--- config.mk ---
export PLATFORM = sky130hd
export DESIGN_NAME = psah_state_ram
export DESIGN_NICKNAME = d
export VERILOG_FILES = /design/src/psah_state_ram.sv
export SDC_FILE = /design/constraint.sdc
export NUM_CORES = 1
export LEC_CHECK = 0
export BUFFER_PORTS_ARGS = -buffer_cell sky130_fd_sc_hd__buf_2
export CAP_MARGIN = 30
export CELL_PAD_IN_SITES_DETAIL_PLACEMENT = 0
export CELL_PAD_IN_SITES_GLOBAL_PLACEMENT = 1
export CORE_AREA = 5 5 42 44
export CTS_BUF_LIST = sky130_fd_sc_hd__clkbuf_8
export DETAILED_ROUTE_END_ITERATION = 10
export DIE_AREA = 0 0 47 49
export PLACE_DENSITY = 0.68
export SLEW_MARGIN = 20
export SYNTH_ARGS = -nofsm -noshare
export SYNTH_HDL_FRONTEND = slang
export SYNTH_SLANG_ARGS = --single-unit
--- constraint.sdc ---
create_clock -name clock -period 1.45 [get_ports clock]
set_input_delay 0.145 -clock clock [delete_from_list [all_inputs] [get_ports clock]]
set_output_delay 0.145 -clock clock [all_outputs]
set_load 0.1 [all_outputs]
--- src/psah_state_ram.sv ---
// ----------------------------------------------------------------------------
// Pack state memory
// Per-pack control words and running sums, cleared by a sweep after reset.
// ----------------------------------------------------------------------------
`default_nettype none
module psah_state_ram #(
   parameter int ADDR_W = 3,
   parameter int DW = 1
) (
   input  wire logic              clock,
   input  wire logic              wr_en,
   input  wire logic [ADDR_W-1:0] wr_addr,
   input  wire logic [DW-1:0]     wr_data,
   input  wire logic [ADDR_W-1:0] rd_addr,
   output logic [DW-1:0]          rd_data
);
   logic [DW-1:0] mem [2**ADDR_W];

   always_ff @(posedge clock) begin
      if (wr_en) begin
         mem[wr_addr] <= wr_data;
      end
      rd_data <= mem[rd_addr];
   end
endmodule
`default_nettype wire

After elaboration in Yosys (flattened, before gate mapping). Memory sizes are Yosys's and may differ from the RTL's. A register that Yosys moved wholly into a read port is not among the register bits. Cells that the tools add are included.

Add/sub/neg operators: 0. Multiply operators: 0. Divide/modulo/power cells: 0. Order comparisons: 0. Eq/ne operators: 0. Shift operators: 0. Mux-type cells: 2. Bitwise gates (word level): 0. Reduce and logical (&&, ||, !) cells: 0.

Operators with widths (count): two-way mux 1 bit (2).

Flip-flop bits (word level): 0. Latch bits: 0. Memory bits (writable): 8. Memory bits (read-only): 0. Input port bits: 9. Output and inout port bits: 1. Logic and storage cells: 3. Memories: 1.

Memory list: mem (words 8, bits a word 1, rd ports 1, clocked after Yosys merged registers in 1, wr ports 1, RTL line 17) `logic [DW-1:0] mem [2**ADDR_W];`.

Depth between registers and ports, before layout. Gate-level depths: netlist (run 1).

Depth in word-level cells: 2. Mapped depth: 2. Mapped depth without buffers: 2.

Worst setup path after synthesis (run 1). OpenSTA, ideal clock, no wires.

Path kind: register -> register. Start: memory mem[3]. End: register rd_data, read port of mem. Library setup time: 0.121 ns. Arrival: 1.063 ns. Required time: 1.329 ns. Slack: 0.267 ns. Stages on the path, launching flop included: 3. Path buffers: 0. Period minus slack after synthesis: 1.183 ns. Path through: edfxtp_1 -> mux4_1 -> mux2_2.

RTL lines: start, declared (RTL line 17); end, declared (RTL line 15) `output logic [DW-1:0] rd_data`.

==> impl_metrics.tcl, run 1 <==
set metrics [dict create \
    synth.net_count 34 \
    syn_area_um2 383 \
    final_util 0.352 \
    die_x_um 47 \
    hold_path.class "in2reg" \
    dr.pass1.iters 3 \
    power_leakage_nw 0.190 \
    ys_types 8 \
    crit_start "mem[3]$_DFFE_PP_" \
    vias 249 \
    ir_worst_vdd_mv 0.386 \
    grt_max_degree 9 \
    core_um2 1400 \
    clk-insertion-delay-late_ns 0.23 \
    critical_path_class "reg2reg" \
    fin_crit_sh 0.845 \
    clock_skew_ns 0.00400 \
    wirelength_um 586 \
    crit_required_ns 1.57 \
    yosysSeqAreaShare 0.680 \
    viasPerCell 4.61 \
    endpoint_kind "flip-flop" \
    fmax_mhz 816 \
    min_from "rd_addr[1]" \
    place.port_buffers 9 \
    antenna_found_initial 0 \
    rsz0062_at_grt "no" \
    slew_headroom 0.679 \
    path_max_fanout 1 \
    min_period_ns 1.23 \
    post_cts_buffers 0 \
    layout.cells.non_filler 54 \
    worst_pin_slew_ns 0.485 \
    rows 14 \
    hold_viol 0 \
    die_area_um2 2300 \
    cts_root_buf "clkbuf_8" \
    cts_sinks 9 \
    cts_buffers 3 \
    ys_ff_latch 9 \
    clk_path_buf_depth 2 \
    syn-instance-count 25 \
    area_growth_pct 28.8 \
    yosysWarnings 0 \
    grt_util_all_layers 0.0678 \
    setup_viol 0 \
    htree_levels 1 \
    synth.avg_cell_area_um2 15.3 \
    nets 48 \
    grt_pass1_vias 250 \
    hold_buffers 0 \
    die_y_um 49 \
    cts_tree "yes" \
    placedCellCount 50 \
    drive_gt1_frac 0.342 \
    drv_slew 0 \
    clkTransAtPathRegs_ns 0.04 \
    power_density_nw_per_um2 1290 \
    wl_per_cell_um 10.9 \
    drc 0 \
    worstPathArrival_ns 1.34 \
    final_cell_area_um2 493 \
    detail-route-antenna-nets 0 \
    grt_pass1_wl_um 966 \
    initial_core_util 0.273 \
    status "finished clean" \
    antennaDiodeCount 0 \
    drv_cap 0 \
    finalPower_mw 0.637 \
    cp-start-kind "flip-flop" \
    io_pins 10 \
    drt-initial-drc-count 4 \
    ctsResizeCount 0 \
    place_congestion 0.709 \
    grt_remaining_overflow 0 \
    dpl_cell_area_um2 448 \
    timing.rr.start "mem[3]$_DFFE_PP_" \
    setup_tns_ns 0 \
]
==> cell families after synthesis <==
| group | after synthesis | synth area share |
|---|---|---|
| mux | 3 | 0.167 |
| flops | 9 | 0.680 |
| simple gates | 13 | 0.154 |
==> per-stage QoR <==
stage / worst slack [ns] / hold slack, ns
after detailed placement: 0.212 / 0.393
after floorplan: 0.267 / 0.244
final: 0.225 / 0.153
after global routing: 0.166 / 0.154
after global placement: 0.227 / 0.389
after CTS: 0.216 / 0.150
==> state kept, by name (all words and copies together), names as in the netlist <==
| register | flops |
|---|---|
| rd_data | 1 |
| mem | 8 |
==> synthesized netlist by cell type <==
master	instances	area, um2
dfxtp_1	1	20.0
nand2b_1	3	18.8
mux4_1	2	52.6
edfxtp_1	8	240
nand2_1	2	7.51
mux2_2	1	11.3
nor2_1	6	22.5
nor3_1	2	10.0
==> path summary, 6_finish.rpt <==
kind,cells past startpoint,slack [ns],to
worst max-delay path,2,0.22,rd_data$_DFF_P_
worst min-delay path,2,0.15,rd_data$_DFF_P_
worst max register to register,2,0.22,rd_data$_DFF_P_
worst min register to register,2,0.67,rd_data$_DFF_P_
==> cell usage in the layout, fill, tap and decap left out, drive strengths merged <==
cell    instances
nand2           2
dfxtp           1
edfxtp          8
nor2            6
inv             1
mux4            2
clkbuf          3
nor3            2
mux2            1
nand2b          3
buf             9
==> area by class of cell <==
cell class	count	area [um2]
Fill cell	148	908
Sequential cell	9	260
Multi-Input combinational cell	16	123
Timing Repair Buffer	9	45.0
Clock buffer	3	41.3
Tap cell	16	20.0
Clock inverter	1	3.75
==> power breakdown <==
| part | internal, mW | leakage (nW) | switching, mW |
|---|---|---|---|
| logic | 0.0226 | 0.0822 | 0.0413 |
| registers | 0.294 | 0.0811 | 0.00174 |
| clock network | 0.184 | 0.0269 | 0.0938 |
| total | 0.500 | 0.190 | 0.137 |
==> metal layers <==
| metal | routed length [um] | vias up | track usage |
|---|---|---|---|
| met1 | 224 | 112 | 0.0549 |
| met2 | 236 | 12 | 0.0837 |
| met4 | 41 | 0 | 0.0968 |
| met3 | 83 | 5 | 0.0480 |
| met5 | 0 | - | 0 |
| li1 | - | 120 | - |
==> worst max-delay path: stages, from the launching register on <==
cell,delay [ns]
edfxtp_1,0.35
mux4_1,0.50
mux2_2,0.27
No activity file was read; power rests on OpenSTA's default activity.
==> inputs of run 2 (changes only) <==
==> constraint.sdc (replaced) <==
create_clock -name clock -period 1.2 [get_ports clock]
set_input_delay 0.12 -clock clock [delete_from_list [all_inputs] [get_ports clock]]
set_output_delay 0.12 -clock clock [all_outputs]
set_load 0.1 [all_outputs]
==> impl_metrics.tcl, run 2 (synthesis gave the netlist of run 1 again) <==
set metrics [dict create \
    status "finished clean" \
    cp-start-kind "flip-flop" \
    initial_core_util 0.273 \
    place.port_buffers 9 \
    place_congestion 0.709 \
    cts_buffers 3 \
    wirelength_um 589 \
    detail-route-antenna-nets 0 \
    path_max_fanout 1 \
    rows 14 \
    regMostFlops "mem" \
    antenna_found_initial 0 \
    n_fill_cell 146 \
    clk_path_buf_depth 2 \
    grt_pass1_vias 257 \
    rsz0062_at_grt "yes" \
    clkTransAtPathRegs_ns 0.04 \
    fin_crit_sh 0.997 \
    finalPower_mw 0.774 \
    vias 248 \
    min_period_ns 1.20 \
    critPathSlowestCell "mux4_2" \
    dr.pass1.iters 3 \
    setup_viol 0 \
    worst_pin_slew_ns 0.485 \
    grt_remaining_overflow 0 \
    clk-insertion-delay-late_ns 0.23 \
    wl_per_cell_um 10.9 \
    io_pins 10 \
    crit_chain "mux4_2 > mux2_4" \
    cts_tree "yes" \
    crit_required_ns 1.32 \
    drt-initial-drc-count 4 \
    ir_worst_vdd_mv 0.466 \
    hold_path.class "in2reg" \
    viasPerCell 4.59 \
    die_area_um2 2300 \
    grt_pass1_wl_um 1010 \
    grt_util_all_layers 0.0699 \
    htree_levels 1 \
    cts_root_buf "clkbuf_8" \
    slowest_delay_ns 0.46 \
    drv_slew 0 \
    die_x_um 47 \
    worstPathArrival_ns 1.32 \
    critical_path_class "reg2reg" \
    top_regs "mem (8), rd_data (1)" \
    final_cell_mix "9 x buf_2, 8 x edfxtp_1, 6 x nor2_1, 3 x nand2b_1, 3 x clkbuf_8" \
    hold_viol 0 \
    nets 48 \
    final_util 0.349 \
    fmax_mhz 836 \
    antennaDiodeCount 0 \
    drc 0 \
    slew_headroom 0.679 \
    area_growth_pct 27.8 \
    die_y_um 49 \
    power_leakage_nw 0.186 \
    drive_gt1_frac 0.395 \
    layout_commonest_cell "buf_2" \
    grt_max_degree 9 \
    power_density_nw_per_um2 1580 \
    core_um2 1400 \
    clock_skew_ns 0.00399 \
    largest_reg_flops 8 \
    endpoint_kind "flip-flop" \
    cts_sinks 9 \
    drv_cap 0 \
]
==> run 2: cell types whose count changed in the layout (fill, tap and decap cells not counted) <==
cell,previous run,this run
mux2_2,1,0
mux4_2,0,2
mux2_4,0,1
mux4_1,2,0
==> run 2: layout make-up <==
type                    instances  area, um2  area share
flip-flops and latches          9        260       0.532
multi-input cells              16        119       0.243
repair buffers                  9       45.0      0.0921
clock buffers                   3       41.3      0.0844
well taps                      16       20.0      0.0409
clock inverters                 1       3.75     0.00767
==> run 2: power by group <==
part	total [mW]	leakage (nW)	switching, mW	internal (mW)
combinational	0.0815	0.0783	0.0512	0.0303
sequential	0.358	0.0811	0.00234	0.355
clock	0.335	0.0269	0.113	0.222
==> run 2: per-layer routing <==
| layer | share of wire | global-route usage | vias to the layer above |
|---|---|---|---|
| li1 | - | - | 118 |
| met1 | 0.37 | 0.0618 | 113 |
| met2 | 0.41 | 0.0837 | 12 |
| met3 | 0.14 | 0.0480 | 5 |
| met4 | 0.070 | 0.0968 | 0 |
| met5 | 0 | 0 | - |
==> run 2: path summary, 6_finish.rpt <==
kind / from / endpoint / slack [ns] / cells after the start
setup reg to reg: mem[4]$_DFFE_PP_ / rd_data$_DFF_P_ / 0.004 / 2
setup / recovery: mem[4]$_DFFE_PP_ / rd_data$_DFF_P_ / 0.004 / 2
hold reg to reg: mem[5]$_DFFE_PP_ / rd_data$_DFF_P_ / 0.68 / 2
hold / removal: rd_addr[1] / rd_data$_DFF_P_ / 0.14 / 2
==> run 2: per-stage QoR <==
stage          setup TNS (ns)  worst slack (ns)  area [um2]  std cells  hold WS [ns]
2_1_floorplan               0            0.0168         383         25         0.219
3_3_place_gp          -0.0234           -0.0234         448         50         0.364
3_5_place_dp          -0.0374           -0.0374         448         50         0.368
4_1_cts                     0           0.00107         485         54         0.125
5_1_grt               -0.0371           -0.0371         489         54         0.138
6_report                    0           0.00373         489         54         0.141
==> run 2: repair_timing <==
item	CTS	global route
hold buffers	0	0
setup endpoints to repair	1	1
gates resized for setup	2	1
setup buffers	0	0
cloned	0	0
==> run 2: critical path, delay by kind of cell, from the launching register on <==
kind   cells  cell delay [ns]
mux        2             0.73
flops      1             0.35
==> inputs of run 3 (changes only) <==
--- a/config.mk
+++ b/config.mk
@@ -14,6 +14,7 @@
 export DETAILED_ROUTE_END_ITERATION = 10
 export DIE_AREA = 0 0 47 49
 export PLACE_DENSITY = 0.68
+export RECOVER_POWER = 25
 export SLEW_MARGIN = 20
 export SYNTH_ARGS = -nofsm -noshare
 export SYNTH_HDL_FRONTEND = slang
==> impl_metrics.tcl, run 3 (synthesis gave the netlist of run 1 again) <==
set metrics [dict create \
    netSwitchingFraction 0.216 \
    grt_pass1_vias 257 \
    internal_power_mw 0.607 \
    nets 48 \
    rsz0062_at_grt "yes" \
    grt_pass1_wl_um 1010 \
    final_util 0.348 \
    power_density_nw_per_um2 1590 \
    grt_remaining_overflow 0 \
    drt-initial-drc-count 4 \
    drive_gt1_frac 0.368 \
    switching_power_mw 0.167 \
    seq_power_share 0.462 \
    clock_skew_ns 0.00399 \
    cts_buffers 3 \
    crit_required_ns 1.32 \
    n_fill_cell 146 \
    drc 0 \
    cp-start-kind "flip-flop" \
    cts_root_buf "clkbuf_8" \
    clk_path_buf_depth 2 \
    dr.pass1.iters 3 \
    top_regs "mem (8), rd_data (1)" \
    clkTransAtPathRegs_ns 0.04 \
    setup_viol 0 \
    grt_util_all_layers 0.0699 \
    critical_path_class "reg2reg" \
    status "finished clean" \
    htree_levels 1 \
    final_cell_area_um2 488 \
    core_um2 1400 \
    initial_core_util 0.273 \
    largest_reg_flops 8 \
    path_max_fanout 1 \
    clk-insertion-delay-late_ns 0.23 \
    fmax_mhz 836 \
    whs_ns 0.141 \
    viasPerCell 4.59 \
    drv_slew 0 \
    wl_per_cell_um 10.9 \
    grt_max_degree 9 \
    worstPathArrival_ns 1.32 \
    cts_sinks 9 \
    hold_viol 0 \
    endpoint_kind "flip-flop" \
    worst_pin_slew_ns 0.485 \
    cts_tree "yes" \
    final_cell_mix "8 x buf_2, 8 x edfxtp_1, 6 x nor2_1, 3 x nand2b_1, 3 x clkbuf_8" \
    place.port_buffers 9 \
    antenna_found_initial 0 \
    rows 14 \
    area_growth_pct 27.5 \
    place_congestion 0.709 \
    antennaDiodeCount 0 \
    regMostFlops "mem" \
    ir_worst_vdd_mv 0.465 \
    fin_crit_sh 0.997 \
    post_cts_buffers 0 \
    power_leakage_nw 0.184 \
    die_x_um 47 \
    vias 248 \
    hold_path.class "in2reg" \
    dpl_cell_area_um2 448 \
    die_area_um2 2300 \
    power.share.clock 0.433 \
    min_period_ns 1.20 \
    detail-route-antenna-nets 0 \
    slew_headroom 0.679 \
    io_pins 10 \
    die_y_um 49 \
    pwr-share-comb 0.105 \
    wirelength_um 590 \
    drv_cap 0 \
]
## run 3: cell types whose count changed in the layout (fill, tap and decap cells not counted), sizes merged
cell,change
clkbuf,+1
buf,-1
## run 3: cell type report
cell class | count | area (um2) | share of cell area
clock buffer | 3 | 41.3 | 0.0846
clock inverter | 1 | 3.75 | 0.00769
multi-input combinational | 16 | 119 | 0.244
sequential | 9 | 260 | 0.533
tap | 16 | 20.0 | 0.0410
timing repair buffer | 9 | 43.8 | 0.0897
## run 3: metrics by stage
stage	std cells	power (mW)	setup TNS [ns]	worst slack (ns)
floorplan	25	0.413	0	0.0168
global placement	50	0.439	-0.0234	-0.0234
detailed placement	50	0.441	-0.0374	-0.0374
CTS	54	0.783	0	0.00107
global route	54	0.814	-0.0371	-0.0371
finish	54	0.774	0	0.00373
## run 3: path summary, 6_finish.rpt
path	from	endpoint	slack (ns)	cells after the start
min	rd_addr[1]	rd_data$_DFF_P_	0.14	2
max reg2reg	mem[4]$_DFFE_PP_	rd_data$_DFF_P_	0.004	2
max	mem[4]$_DFFE_PP_	rd_data$_DFF_P_	0.004	2
min reg2reg	mem[5]$_DFFE_PP_	rd_data$_DFF_P_	0.68	2
## run 3: repair_timing
action	CTS	global route
resized for setup	2	1
endpoints found under the setup margin	1	1
hold endpoints to repair	0	0
hold buffers	0	0
## run 3: power groups by stage
stage	registers [mW]	clock network, mW	logic [mW]
floorplan	0.389	0	0.0238
global route	0.358	0.369	0.0872
detailed placement	0.363	0	0.0782
global placement	0.363	0	0.0768
CTS	0.358	0.345	0.0795
finish	0.358	0.336	0.0810
## run 3: critical path: stages, from the launching register on
cell and delay (ns):
edfxtp_1 0.35, mux4_2 0.46, mux2_4 0.27
## run 3: layer usage
layer	track usage	share of wire	vias to the layer above
li1	-	-	118
met1	0.0618	0.37	113
met2	0.0837	0.41	12
met3	0.0480	0.14	5
met4	0.0968	0.069	0
met5	0	0	-
