**src/psah_pkg.sv**
```systemverilog
// ----------------------------------------------------------------------------
// Pack sample averager package
// Shared types, command codes and constants for the averager block.
// ----------------------------------------------------------------------------
`default_nettype none
package psah_pkg;
   localparam int PACKS_DEFAULT = 8;
   localparam int HISTORY_DEPTH_DEFAULT = 32;
   localparam logic [15:0] PERIOD_RESET = 16'd60;
   localparam logic [16:0] COUNT_MAX = 17'h1FFFF;

   typedef enum logic [1:0] {
      CMD_RECORD = 2'd0,
      CMD_READ   = 2'd1,
      CMD_CLEAR  = 2'd2,
      CMD_NONE   = 2'd3
   } cmd_type;

   localparam logic KIND_ARCHIVE = 1'b0;
   localparam logic KIND_HISTORY = 1'b1;

   typedef enum logic [2:0] {
      ST_IDLE,
      ST_RD_STATE,
      ST_UPDATE,
      ST_DIVIDE,
      ST_EMIT_AVG,
      ST_HIST_RD,
      ST_HIST_EMIT
   } state_type;

   // One result transaction: kind, pack, stamp, volt, amps, charge, temp, last.
   typedef struct packed {
      logic        last;
      logic [7:0]  temp;
      logic [6:0]  charge;
      logic [23:0] amps;
      logic [15:0] volt;
      logic [31:0] stamp;
      logic [2:0]  pack;
      logic        kind;
   } rsp_type;

   typedef struct packed {
      logic        start;
      logic [16:0] divisor;
      logic [32:0] sum_volt;
      logic [40:0] sum_current;
      logic [23:0] sum_charge;
      logic [24:0] sum_temp;
   } div_req_type;

   typedef struct packed {
      logic        done;
      logic [15:0] volt;
      logic [23:0] amps;
      logic [6:0]  charge;
      logic [7:0]  temp;
   } div_rsp_type;
endpackage
`default_nettype wire

```
**src/psah_divider.sv**
```systemverilog
// ----------------------------------------------------------------------------
// Averager divider
// Restoring divider that divides four sums by one count, one bit per cycle.
// ----------------------------------------------------------------------------
`default_nettype none
module psah_divider (
   input  wire logic                 clock,
   input  wire logic                 reset,
   input  wire psah_pkg::div_req_type req,
   output psah_pkg::div_rsp_type     rsp
);
   localparam int W = 41;
   localparam int CW = $clog2(W + 1);

   logic [W-1:0] qv_ff, qa_ff, qc_ff, qt_ff;
   logic [16:0]  rv_ff, rc_ff, rt_ff, ra_ff;
   logic [16:0]  den_ff;
   logic         neg_a_ff, neg_t_ff, busy_ff, done_ff;
   logic [CW-1:0] cnt_ff;

   logic [17:0] tv, ta, tc, tt;
   assign tv = {rv_ff, qv_ff[W-1]};
   assign ta = {ra_ff, qa_ff[W-1]};
   assign tc = {rc_ff, qc_ff[W-1]};
   assign tt = {rt_ff, qt_ff[W-1]};

   logic [40:0] abs_a;
   logic [24:0] abs_t;
   assign abs_a = req.sum_current[40] ? 41'(-req.sum_current) : req.sum_current;
   assign abs_t = req.sum_temp[24] ? 25'(-req.sum_temp) : req.sum_temp;

   always_ff @(posedge clock) begin
      if (reset) begin
         busy_ff <= 1'b0;
         done_ff <= 1'b0;
         cnt_ff  <= '0;
      end else begin
         done_ff <= 1'b0;
         if (req.start) begin
            busy_ff <= 1'b1;
            cnt_ff  <= CW'(W);
         end else if (busy_ff) begin
            cnt_ff <= cnt_ff - 1'b1;
            if (cnt_ff == CW'(1)) begin
               busy_ff <= 1'b0;
               done_ff <= 1'b1;
            end
         end
      end
   end

   always_ff @(posedge clock) begin
      if (req.start) begin
         den_ff   <= req.divisor;
         qv_ff    <= W'(req.sum_volt);
         qa_ff    <= abs_a;
         qc_ff    <= W'(req.sum_charge);
         qt_ff    <= W'(abs_t);
         neg_a_ff <= req.sum_current[40];
         neg_t_ff <= req.sum_temp[24];
         rv_ff <= '0; ra_ff <= '0; rc_ff <= '0; rt_ff <= '0;
      end else if (busy_ff) begin
         if (tv >= {1'b0, den_ff}) begin
            rv_ff <= 17'(tv - {1'b0, den_ff}); qv_ff <= {qv_ff[W-2:0], 1'b1};
         end else begin
            rv_ff <= tv[16:0]; qv_ff <= {qv_ff[W-2:0], 1'b0};
         end
         if (ta >= {1'b0, den_ff}) begin
            ra_ff <= 17'(ta - {1'b0, den_ff}); qa_ff <= {qa_ff[W-2:0], 1'b1};
         end else begin
            ra_ff <= ta[16:0]; qa_ff <= {qa_ff[W-2:0], 1'b0};
         end
         if (tc >= {1'b0, den_ff}) begin
            rc_ff <= 17'(tc - {1'b0, den_ff}); qc_ff <= {qc_ff[W-2:0], 1'b1};
         end else begin
            rc_ff <= tc[16:0]; qc_ff <= {qc_ff[W-2:0], 1'b0};
         end
         if (tt >= {1'b0, den_ff}) begin
            rt_ff <= 17'(tt - {1'b0, den_ff}); qt_ff <= {qt_ff[W-2:0], 1'b1};
         end else begin
            rt_ff <= tt[16:0]; qt_ff <= {qt_ff[W-2:0], 1'b0};
         end
      end
   end

   logic [23:0] qa_low;
   logic [7:0]  qt_low;
   assign qa_low = qa_ff[23:0];
   assign qt_low = qt_ff[7:0];

   always_comb begin
      rsp.done   = done_ff;
      rsp.volt   = qv_ff[15:0];
      rsp.charge = qc_ff[6:0];
      rsp.amps   = neg_a_ff ? 24'(-qa_low) : qa_low;
      rsp.temp   = neg_t_ff ? 8'(-qt_low) : qt_low;
   end
endmodule
`default_nettype wire

```
**config.mk**
```make
export PLATFORM = sky130hd
export DESIGN_NAME = psah_divider
export DESIGN_NICKNAME = d
export VERILOG_FILES = /design/src/psah_pkg.sv /design/src/psah_divider.sv
export SDC_FILE = /design/constraint.sdc
export NUM_CORES = 1
export LEC_CHECK = 0
export ABC_AREA = 1
export BUFFER_PORTS_ARGS = -buffer_cell sky130_fd_sc_hd__buf_2
export CAP_MARGIN = 20
export CORE_UTILIZATION = 51
export DETAILED_ROUTE_END_ITERATION = 12
export HOLD_SLACK_MARGIN = 0.03
export PLACE_DENSITY = 0.83
export SLEW_MARGIN = 5
export SYNTH_ARGS = -nofsm -noshare
export SYNTH_HDL_FRONTEND = slang
export SYNTH_SLANG_ARGS = --single-unit
```
**constraint.sdc**
```tcl
create_clock -name clock -period 2.8 [get_ports clock]
set_clock_uncertainty 0.1 [all_clocks]
set_input_delay 0.56 -clock clock [delete_from_list [all_inputs] [get_ports clock]]
set_output_delay 0.56 -clock clock [all_outputs]
set_load 0.1 [all_outputs]
```
# --- Word level (Yosys, flattened, before mapping) ---
# Index checks and enable logic that the tools add are counted.
word_totals:
  register_bits: 259
  latchBits: 0
  mem_bits_rw: 0
  rom_bits: 0
  output_inout_bits: 56
  wordCells: 62
  memories: 0
op_classes:
  addsub: 9
  multipliers: 0
  n_div: 0
  magnitude_cmp: 4
  n_eq_ne: 1
  shift: 0
  muxes: 26
  n_bitwise: 1
  reduce_logical: 3
ops:
  columns: ["op", "n"]
  rows:
  - ["2-to-1 mux 41 bit", 3]
  - ["2-to-1 mux 25 bit", 3]
  - ["greater-or-equal comparator 18 x 17 -> 1 bit", 4]
  - ["2-to-1 mux 24 bit", 3]
  - ["2-to-1 mux 17 bit", 4]
  - ["subtractor 17 bit", 4]
  - ["2-to-1 mux 33 bit", 2]
  - ["negator 41 bit", 1]
  - ["negator 25 bit", 1]
  - ["negator 24 bit", 1]
  - ["2-to-1 mux 6 bit", 2]
  - ["2-to-1 mux 1 bit", 8]
  - ["2-to-1 mux 8 bit", 1]
  - ["negator 8 bit", 1]
  - ["== test 6 x 1 -> 1 bit (second input constant)", 1]
  - ["subtractor 6 x 1 -> 6 bit (second input constant)", 1]
  - ["OR reduction 3 bit", 1]
  - ["nonzero test 2 bit", 1]
  - ["OR reduction 2 bit", 1]
  - ["inverter 1 bit", 1]

# --- Longest topological paths before layout ---
# Gate-level depths: netlist of run 1.
depth:
  depth_word: 4
  ltp_mapped: 16
  mapped_depth_nobuf: 15

# --- Least setup slack after synthesis of run 1 ---
# Ideal clock, no wire load.
synth_timing:
  path_type: "register to output"
  startpoint: "reg qa_ff[0]"
  endpoint: "out rsp[29] (netlist bit)"
  arrival_time_ns: 2.802
  required_time_ns: 2.140
  slack_ns: -0.662
  path_stages_with_launch: 11
  path_buffers: 0
  path_cell_list: "edfxtp_1 inv_1 ha_1 nand2_1 nor2_1 inv_1 nor2_1 nand2_1 o21ai_1 o21ai_1 xor2_1"
synth_rtl:
  columns: ["element", "line", "text"]
  rows:
  - ["from (decl)", "psah_divider.sv:15", "logic [W-1:0] qv_ff, qa_ff, qc_ff, qt_ff;"]
  - ["from (signal assigned)", "psah_divider.sv:56", "qa_ff <= abs_a;"]
  - ["from (signal assigned)", "psah_divider.sv:69", "ra_ff <= 17'(ta - {1'b0, den_ff}); qa_ff <= {qa_ff[W-2:0], 1'b1};"]
  - ["from (signal assigned)", "psah_divider.sv:71", "ra_ff <= ta[16:0]; qa_ff <= {qa_ff[W-2:0], 1'b0};"]
  - ["to (decl)", "psah_divider.sv:10", "output psah_pkg::div_rsp_type rsp"]

==> flow_metrics.env, run 1 <==
export IMPL_io_buffer_count=198
export IMPL_synth_cell_types=43
export IMPL_grt_pass1_wl_um=77900
export IMPL_hold_violations=0
export IMPL_criticalPathCategory="reg2out"
export IMPL_yosysMostFrequentCell="nand2_1"
export IMPL_fin_setup_tns_ns=-2.91
export IMPL_use_met1_pct=34.8
export IMPL_status="finished with violations"
export IMPL_max_clock_path_buffers=3
export IMPL_postCtsHoldBufs=0
export IMPL_cp_required_ns=2.14
export IMPL_placed_cell_area_um2=19300
export IMPL_firstDrtPassIters=7
export IMPL_clkSinkCount=259
export IMPL_syn_num_nets=2719
export IMPL_min_path_type="in2reg"
export IMPL_min_period_ns=3.07
export IMPL_finalSetupViolCount=15
export IMPL_rsz0062_at_grt="true"
export IMPL_yosys_top_cells_area="edfxtp_1 24%, nand2_1 19%, dfxtp_1 13%"
export IMPL_path_max_fanout=4
export IMPL_power_leakage_nw=10.3
export IMPL_synthTopCellsByCount="904 x nand2_1, 327 x inv_1, 206 x nand3_1"
export IMPL_gr_usage_all_layers_pct=26.8
export IMPL_grt_pass1_vias=16100
export IMPL_synth_area_per_cell_um2=7.02
export IMPL_grtUsageMet3_pct=4.75
export IMPL_r2r_start="den_ff[0]$_DFFE_PP_"
export IMPL_clk_transition_reported_paths_ns=0.06
export IMPL_htreeDepth=1
export IMPL_ir_drop_v=0.000565
export IMPL_drive_above_1_share_pct=15.7
export IMPL_ys_seq_area_share_pct=37.7
export IMPL_max_freq_ghz=0.326
export IMPL_syn_inst=2498
export IMPL_place_congestion=0.969
export IMPL_yosys_area_top_type="edfxtp_1"
export IMPL_drt_iter0_drc=1368
export IMPL_p_per_area_nw_per_um2=545
export IMPL_start_kind="register"
export IMPL_routed_wl_um=48000
export IMPL_pre_cts_slack_ns=0.105
export IMPL_grt_max_degree=62
export IMPL_worst_pin_slew_ns=0.652
export IMPL_start_util_pct=52.0
export IMPL_drcViolationCount=0
export IMPL_vias=16900
export IMPL_rr_worst_depth=14
export IMPL_crit_arrival_ns=2.41
export IMPL_r2r_end="rv_ff[14]$_SDFFE_PP0P_"
export IMPL_nets=2903
export IMPL_placed_cells=3083
export IMPL_use_met2_pct=45.2
export IMPL_rows=67
export IMPL_synthToLayoutAreaGrowth_pct=18.1
export IMPL_hpwl_um=34500
export IMPL_instances_no_fill=3155
export IMPL_synth_edf_count=142
export IMPL_multi_input_area_um2=9560
export IMPL_r2r_slack_ns=0.16
export IMPL_die_w_um=187
export IMPL_detail_route_antenna_nets=0
export IMPL_worst_slack_ns=-0.268
export IMPL_maxSlewViolCount=0
export IMPL_numCtsBuffers=29
export IMPL_cts_tree="yes"
export IMPL_slew_headroom_pct=56.6
export IMPL_worstSkewPairLatency_ns=0.58
export IMPL_yosys_warnings=0
export IMPL_ys_flop_type="edfxtp_1"
export IMPL_synth_area_um2=17500
export IMPL_die_h_um=187
export IMPL_ios=199
export IMPL_wire_per_inst_um=15.2
export IMPL_dieArea_um2=35100
export IMPL_grt_busiest_layer="met2"
export IMPL_synthArstFlopShare_pct=0
export IMPL_fill_cells=2942
export IMPL_core_um2=33700
export IMPL_synth_seq_cells=259
export IMPL_end_kind="primary output"
export IMPL_grt_antenna_before_repair=1
export IMPL_vias_per_cell=5.35
export IMPL_yosysTopAreaCellShare_pct=24.3
export IMPL_critPathCapture="rsp[31]"
export IMPL_root_buffer="clkbuf_16"
export IMPL_crit_start="qa_ff[0]$_DFFE_PP_"
export IMPL_seq_area_um2=6610
export IMPL_failed_checks="negative setup slack"
export IMPL_stdcell_area_um2=20700
export IMPL_post_route_period_util_pct=110
export IMPL_grt_overflow=0
export IMPL_drv_cap=0
-- sequential cells by signal (all words and copies together), names as in the netlist, 6 cells and up --
name	cells
cnt_ff	6
den_ff	17
qa_ff	41
qc_ff	41
qt_ff	41
qv_ff	41
ra_ff	17
rc_ff	17
rt_ff	17
rv_ff	17
-- final cells by class --
class                      instances  area share [%]
multi-input combinational       1808            46.2
sequential                       259            31.9
timing repair buffer             249            8.36
inverter                         335            6.13
clock buffer                      40            4.16
tap                              448            2.71
clock inverter                    14           0.550
antenna                            2          0.0242
-- layout by cell type (no fill, tap or decap), types with 4 or more instances in the layout --
cell       count
inv_2         11
nor4_1         4
buf_12        21
o21ai_2        8
buf_4         48
nand2_2       30
inv_1        319
nand3_1      204
buf_2        172
ha_1          73
xor2_1        39
nand2_1      895
clkbuf_16     32
clkinv_2       7
a21oi_1       45
xnor2_2       10
nand3b_1      57
edfxtp_1     142
nand2_4        9
nand4_1       17
xnor2_1       33
nor3_1        19
o22ai_1       38
o21ai_0       82
nand3_2       10
a21oi_2        4
nor2_4        11
o21ai_1        7
fa_1           4
a31oi_1       12
xor2_2         8
clkbuf_1       5
nor2_2         9
dfxtp_1      117
nor2_1       153
buf_6          8
clkinv_1       4
-- worst min path at each step --
stage                                       from                     end  slack, ns  cells past startpoint
after floorplan              qc_ff[23]$_DFFE_PP_  qc_ff[24]$_SDFFE_PP0P_       0.32                      2
after global placement       qt_ff[24]$_DFFE_PP_  qt_ff[25]$_SDFFE_PP0P_       0.33                      2
after detailed placement  rt_ff[16]$_SDFFE_PP0P_  rt_ff[16]$_SDFFE_PP0P_       0.35                      2
after CTS                               req[139]    den_ff[16]$_DFFE_PP_       0.04                      1
after global routing                    req[134]    den_ff[11]$_DFFE_PP_       0.04                      1
final                                   req[139]    den_ff[16]$_DFFE_PP_       0.06                      1
-- per-stage QoR --
step / power [W] / util (%) / hold slack, ns
6_report: 0.0113 / 61.4 / 0.0622
2_1_floorplan: 0.00652 / - / 0.322
5_1_grt: 0.0117 / 61.4 / 0.0443
3_5_place_dp: 0.00725 / 57.2 / 0.345
4_1_cts: 0.0112 / 60.9 / 0.0428
3_3_place_gp: 0.00720 / 57.2 / 0.329
-- power breakdown --
group	switching, W	leakage [nW]	internal, W
registers	0.000157	2.39	0.00431
clock network	0.00163	0.490	0.00226
logic	0.00208	7.38	0.000839
total	0.00388	10.3	0.00741
-- worst max-delay path: stages (launching register included) --
cell      delay, ns
edfxtp_1       0.41
inv_2          0.11
ha_4           0.15
nand2_4        0.06
nor2_4         0.10
inv_2          0.06
nor2_4         0.12
nand2_4        0.09
o31ai_4        0.24
buf_6          0.14
xor2_4         0.16
buf_12         0.19
-- per-layer routing --
metal	part of all wire, %	up-vias	wire length, um
li1	-	8332	-
met1	43	7757	20600
met2	47	679	22400
met3	7.6	100	3650
met4	2.8	0	1330
met5	0	-	0
-- cell families after synthesis --
logic type / Yosys count / share of synthesized area, %
AND/OR/NAND/NOR: 1429 / 35.2
AO/OA/AOI/OAI: 208 / 6.58
buffers and inverters: 431 / 10.2
flip-flops: 259 / 37.7
adder cells (fa/ha/maj): 78 / 5.74
XOR/XNOR: 93 / 4.65
-- repair_timing --
| item | 4_1_cts | 5_1_grt |
|---|---|---|
| buffers inserted | 8 | 8 |
| endpoints found under the hold margin | 0 | 0 |
| gates cloned | 0 | 0 |
| pin swaps | 7 | 13 |
| endpoints found under the setup margin | 24 | 25 |
| gates resized for setup | 60 | 36 |
Note: power is estimated with default switching activity, not from simulation.
==> run 2, diff against run 1 <==
Settings changed: CORE_UTILIZATION 51 to 40, PLACE_DENSITY 0.83 to 0.69.
==> run 2 against run 1 <==
Effect of this change:
- the run still ends with negative setup slack left
- clock-buffer cell count rose by 1
- cell count rose by 5.4%
- sequential power hardly changed
- flip-flop and latch count unchanged
- maximum frequency fell by 2.6%
- worst hold slack better by 0.012 ns
- clock power up 6.7%
- register-to-register slack better by 0.06 ns
- wire length grew 1.8%
- worst setup slack got worse by 0.082 ns
- power is 3.0% higher
- largest cell class unchanged
==> flow_metrics.env, run 2 (synthesis gave the netlist of run 1 again) <==
export IMPL_mostFrequentLayoutCells="894 x nand2_1, 318 x inv_1, 205 x nand3_1"
export IMPL_drive_above_1_share_pct=16.4
export IMPL_criticalPathCategory="reg2out"
export IMPL_failed_checks="negative setup slack"
export IMPL_root_buffer="clkbuf_16"
export IMPL_nets=2934
export IMPL_drcViolationCount=0
export IMPL_firstDrtPassIters=5
export IMPL_power_leakage_nw=10.4
export IMPL_cts_tree="yes"
export IMPL_ios=199
export IMPL_min_period_ns=3.15
export IMPL_io_buffer_count=198
export IMPL_fill_cells=4270
export IMPL_utilization_pct=49.4
export IMPL_worst_slack_ns=-0.350
export IMPL_maxSlewViolCount=0
export IMPL_rows=76
export IMPL_wire_per_inst_um=14.7
export IMPL_pre_cts_slack_ns=0.123
export IMPL_fin_setup_tns_ns=-2.82
export IMPL_htreeDepth=1
export IMPL_status="finished with violations"
export IMPL_synthToLayoutAreaGrowth_pct=21.7
export IMPL_start_util_pct=40.6
export IMPL_vias=16600
export IMPL_grt_pass1_vias=15900
export IMPL_core_um2=43200
export IMPL_drv_cap=0
export IMPL_p_per_area_nw_per_um2=545
export IMPL_worst_pin_slew_ns=0.628
export IMPL_clkSinkCount=259
export IMPL_post_route_period_util_pct=113
export IMPL_grt_pass1_wl_um=77900
export IMPL_rsz0062_at_grt="true"
export IMPL_max_clock_path_buffers=3
export IMPL_cp_required_ns=2.14
export IMPL_grt_antenna_before_repair=1
export IMPL_multi_input_area_um2=9640
export IMPL_r2r_slack_ns=0.22
export IMPL_grt_max_degree=86
export IMPL_hpwl_um=35200
export IMPL_grt_overflow=0
export IMPL_slew_headroom_pct=58.1
export IMPL_hold_violations=0
export IMPL_clk_transition_reported_paths_ns=0.07
export IMPL_numCtsBuffers=31
export IMPL_start_kind="register"
export IMPL_gr_usage_all_layers_pct=21.4
export IMPL_routed_wl_um=48900
export IMPL_die_h_um=211
export IMPL_detail_route_antenna_nets=0
export IMPL_ir_drop_v=0.000551
export IMPL_path_max_fanout=4
export IMPL_place_congestion=0.940
export IMPL_drt_iter0_drc=928
export IMPL_crit_arrival_ns=2.49
export IMPL_max_freq_ghz=0.317
export IMPL_min_path_type="in2reg"
export IMPL_end_kind="primary output"
export IMPL_seq_area_um2=6610
export IMPL_worstSkewPairLatency_ns=0.60
export IMPL_layout_commonest_cell="nand2_1"
export IMPL_dieArea_um2=44700
export IMPL_vias_per_cell=4.98
export IMPL_die_w_um=211
export IMPL_finalSetupViolCount=16
-- run 2: changes by cell type in the layout (fill, tap and decap cells not counted), moves of 3 or more --
cell | previous run | this run
dlygate4sd3_1 | 0 | 15
inv_6 | 2 | 5
nand2_4 | 9 | 12
buf_4 | 48 | 57
buf_12 | 21 | 24
-- run 2: worst paths after layout --
kind / startpoint / end / cells past startpoint
max: qa_ff[1]$_DFFE_PP_ / rsp[37] / 13
min reg2reg: rt_ff[16]$_SDFFE_PP0P_ / rt_ff[16]$_SDFFE_PP0P_ / 2
min: req[123] / den_ff[0]$_DFFE_PP_ / 1
max reg2reg: den_ff[15]$_DFFE_PP_ / rv_ff[8]$_SDFFE_PP0P_ / 11
-- run 2: stage by stage --
step / cell area, um2 / power [W] / cells / hold slack [ns]
final: 21300 / 0.0116 / 3324 / 0.0744
after global routing: 21300 / 0.0121 / 3323 / 0.0569
after CTS: 21000 / 0.0116 / 3307 / 0.0516
after detailed placement: 19500 / 0.00732 / 3219 / 0.345
after global placement: 19500 / 0.00729 / 3219 / 0.329
after floorplan: 17700 / 0.00652 / 2498 / 0.322
-- run 2: area by class of cell --
type / instances / area share, %
clock buffer: 41 / 4.11
sequential: 259 / 31.0
timing repair buffer: 278 / 9.52
clock inverter: 17 / 0.809
tap: 585 / 3.43
inverter: 335 / 5.97
antenna: 1 / 0.0117
multi-input combinational: 1808 / 45.2
-- run 2: what timing repair did --
item / CTS / global route
gates resized for setup: 53 / 54
setup buffers: 15 / 17
hold buffers: 15 / 0
pin swaps: 7 / 21
hold endpoints to repair: 15 / 0
setup endpoints to repair: 23 / 26
-- run 2: worst max-delay path: stages, from the launching register on --
cell	delay [ns]
edfxtp_1	0.40
inv_2	0.12
ha_4	0.15
nand2_4	0.05
nor2_4	0.11
inv_2	0.05
nor2_4	0.13
nand2_4	0.09
o21ai_4	0.17
o21ai_4	0.10
nor2_1	0.12
nand2_1	0.10
nand2_2	0.11
buf_12	0.18
-- run 2: per-layer routing --
metal / vias to the layer above / track usage [%] / part of all wire [%]
li1: 8390 / - / -
met1: 7615 / 28.4 / 45
met2: 471 / 35.3 / 46
met3: 94 / 3.66 / 6.6
met4: 0 / 6.87 / 3.0
met5: - / 0 / 0
-- run 2: where the power goes --
group	internal [W]	switching (W)
sequential	0.00431	0.000154
combinational	0.000904	0.00210
clock	0.00241	0.00174
total	0.00763	0.00399
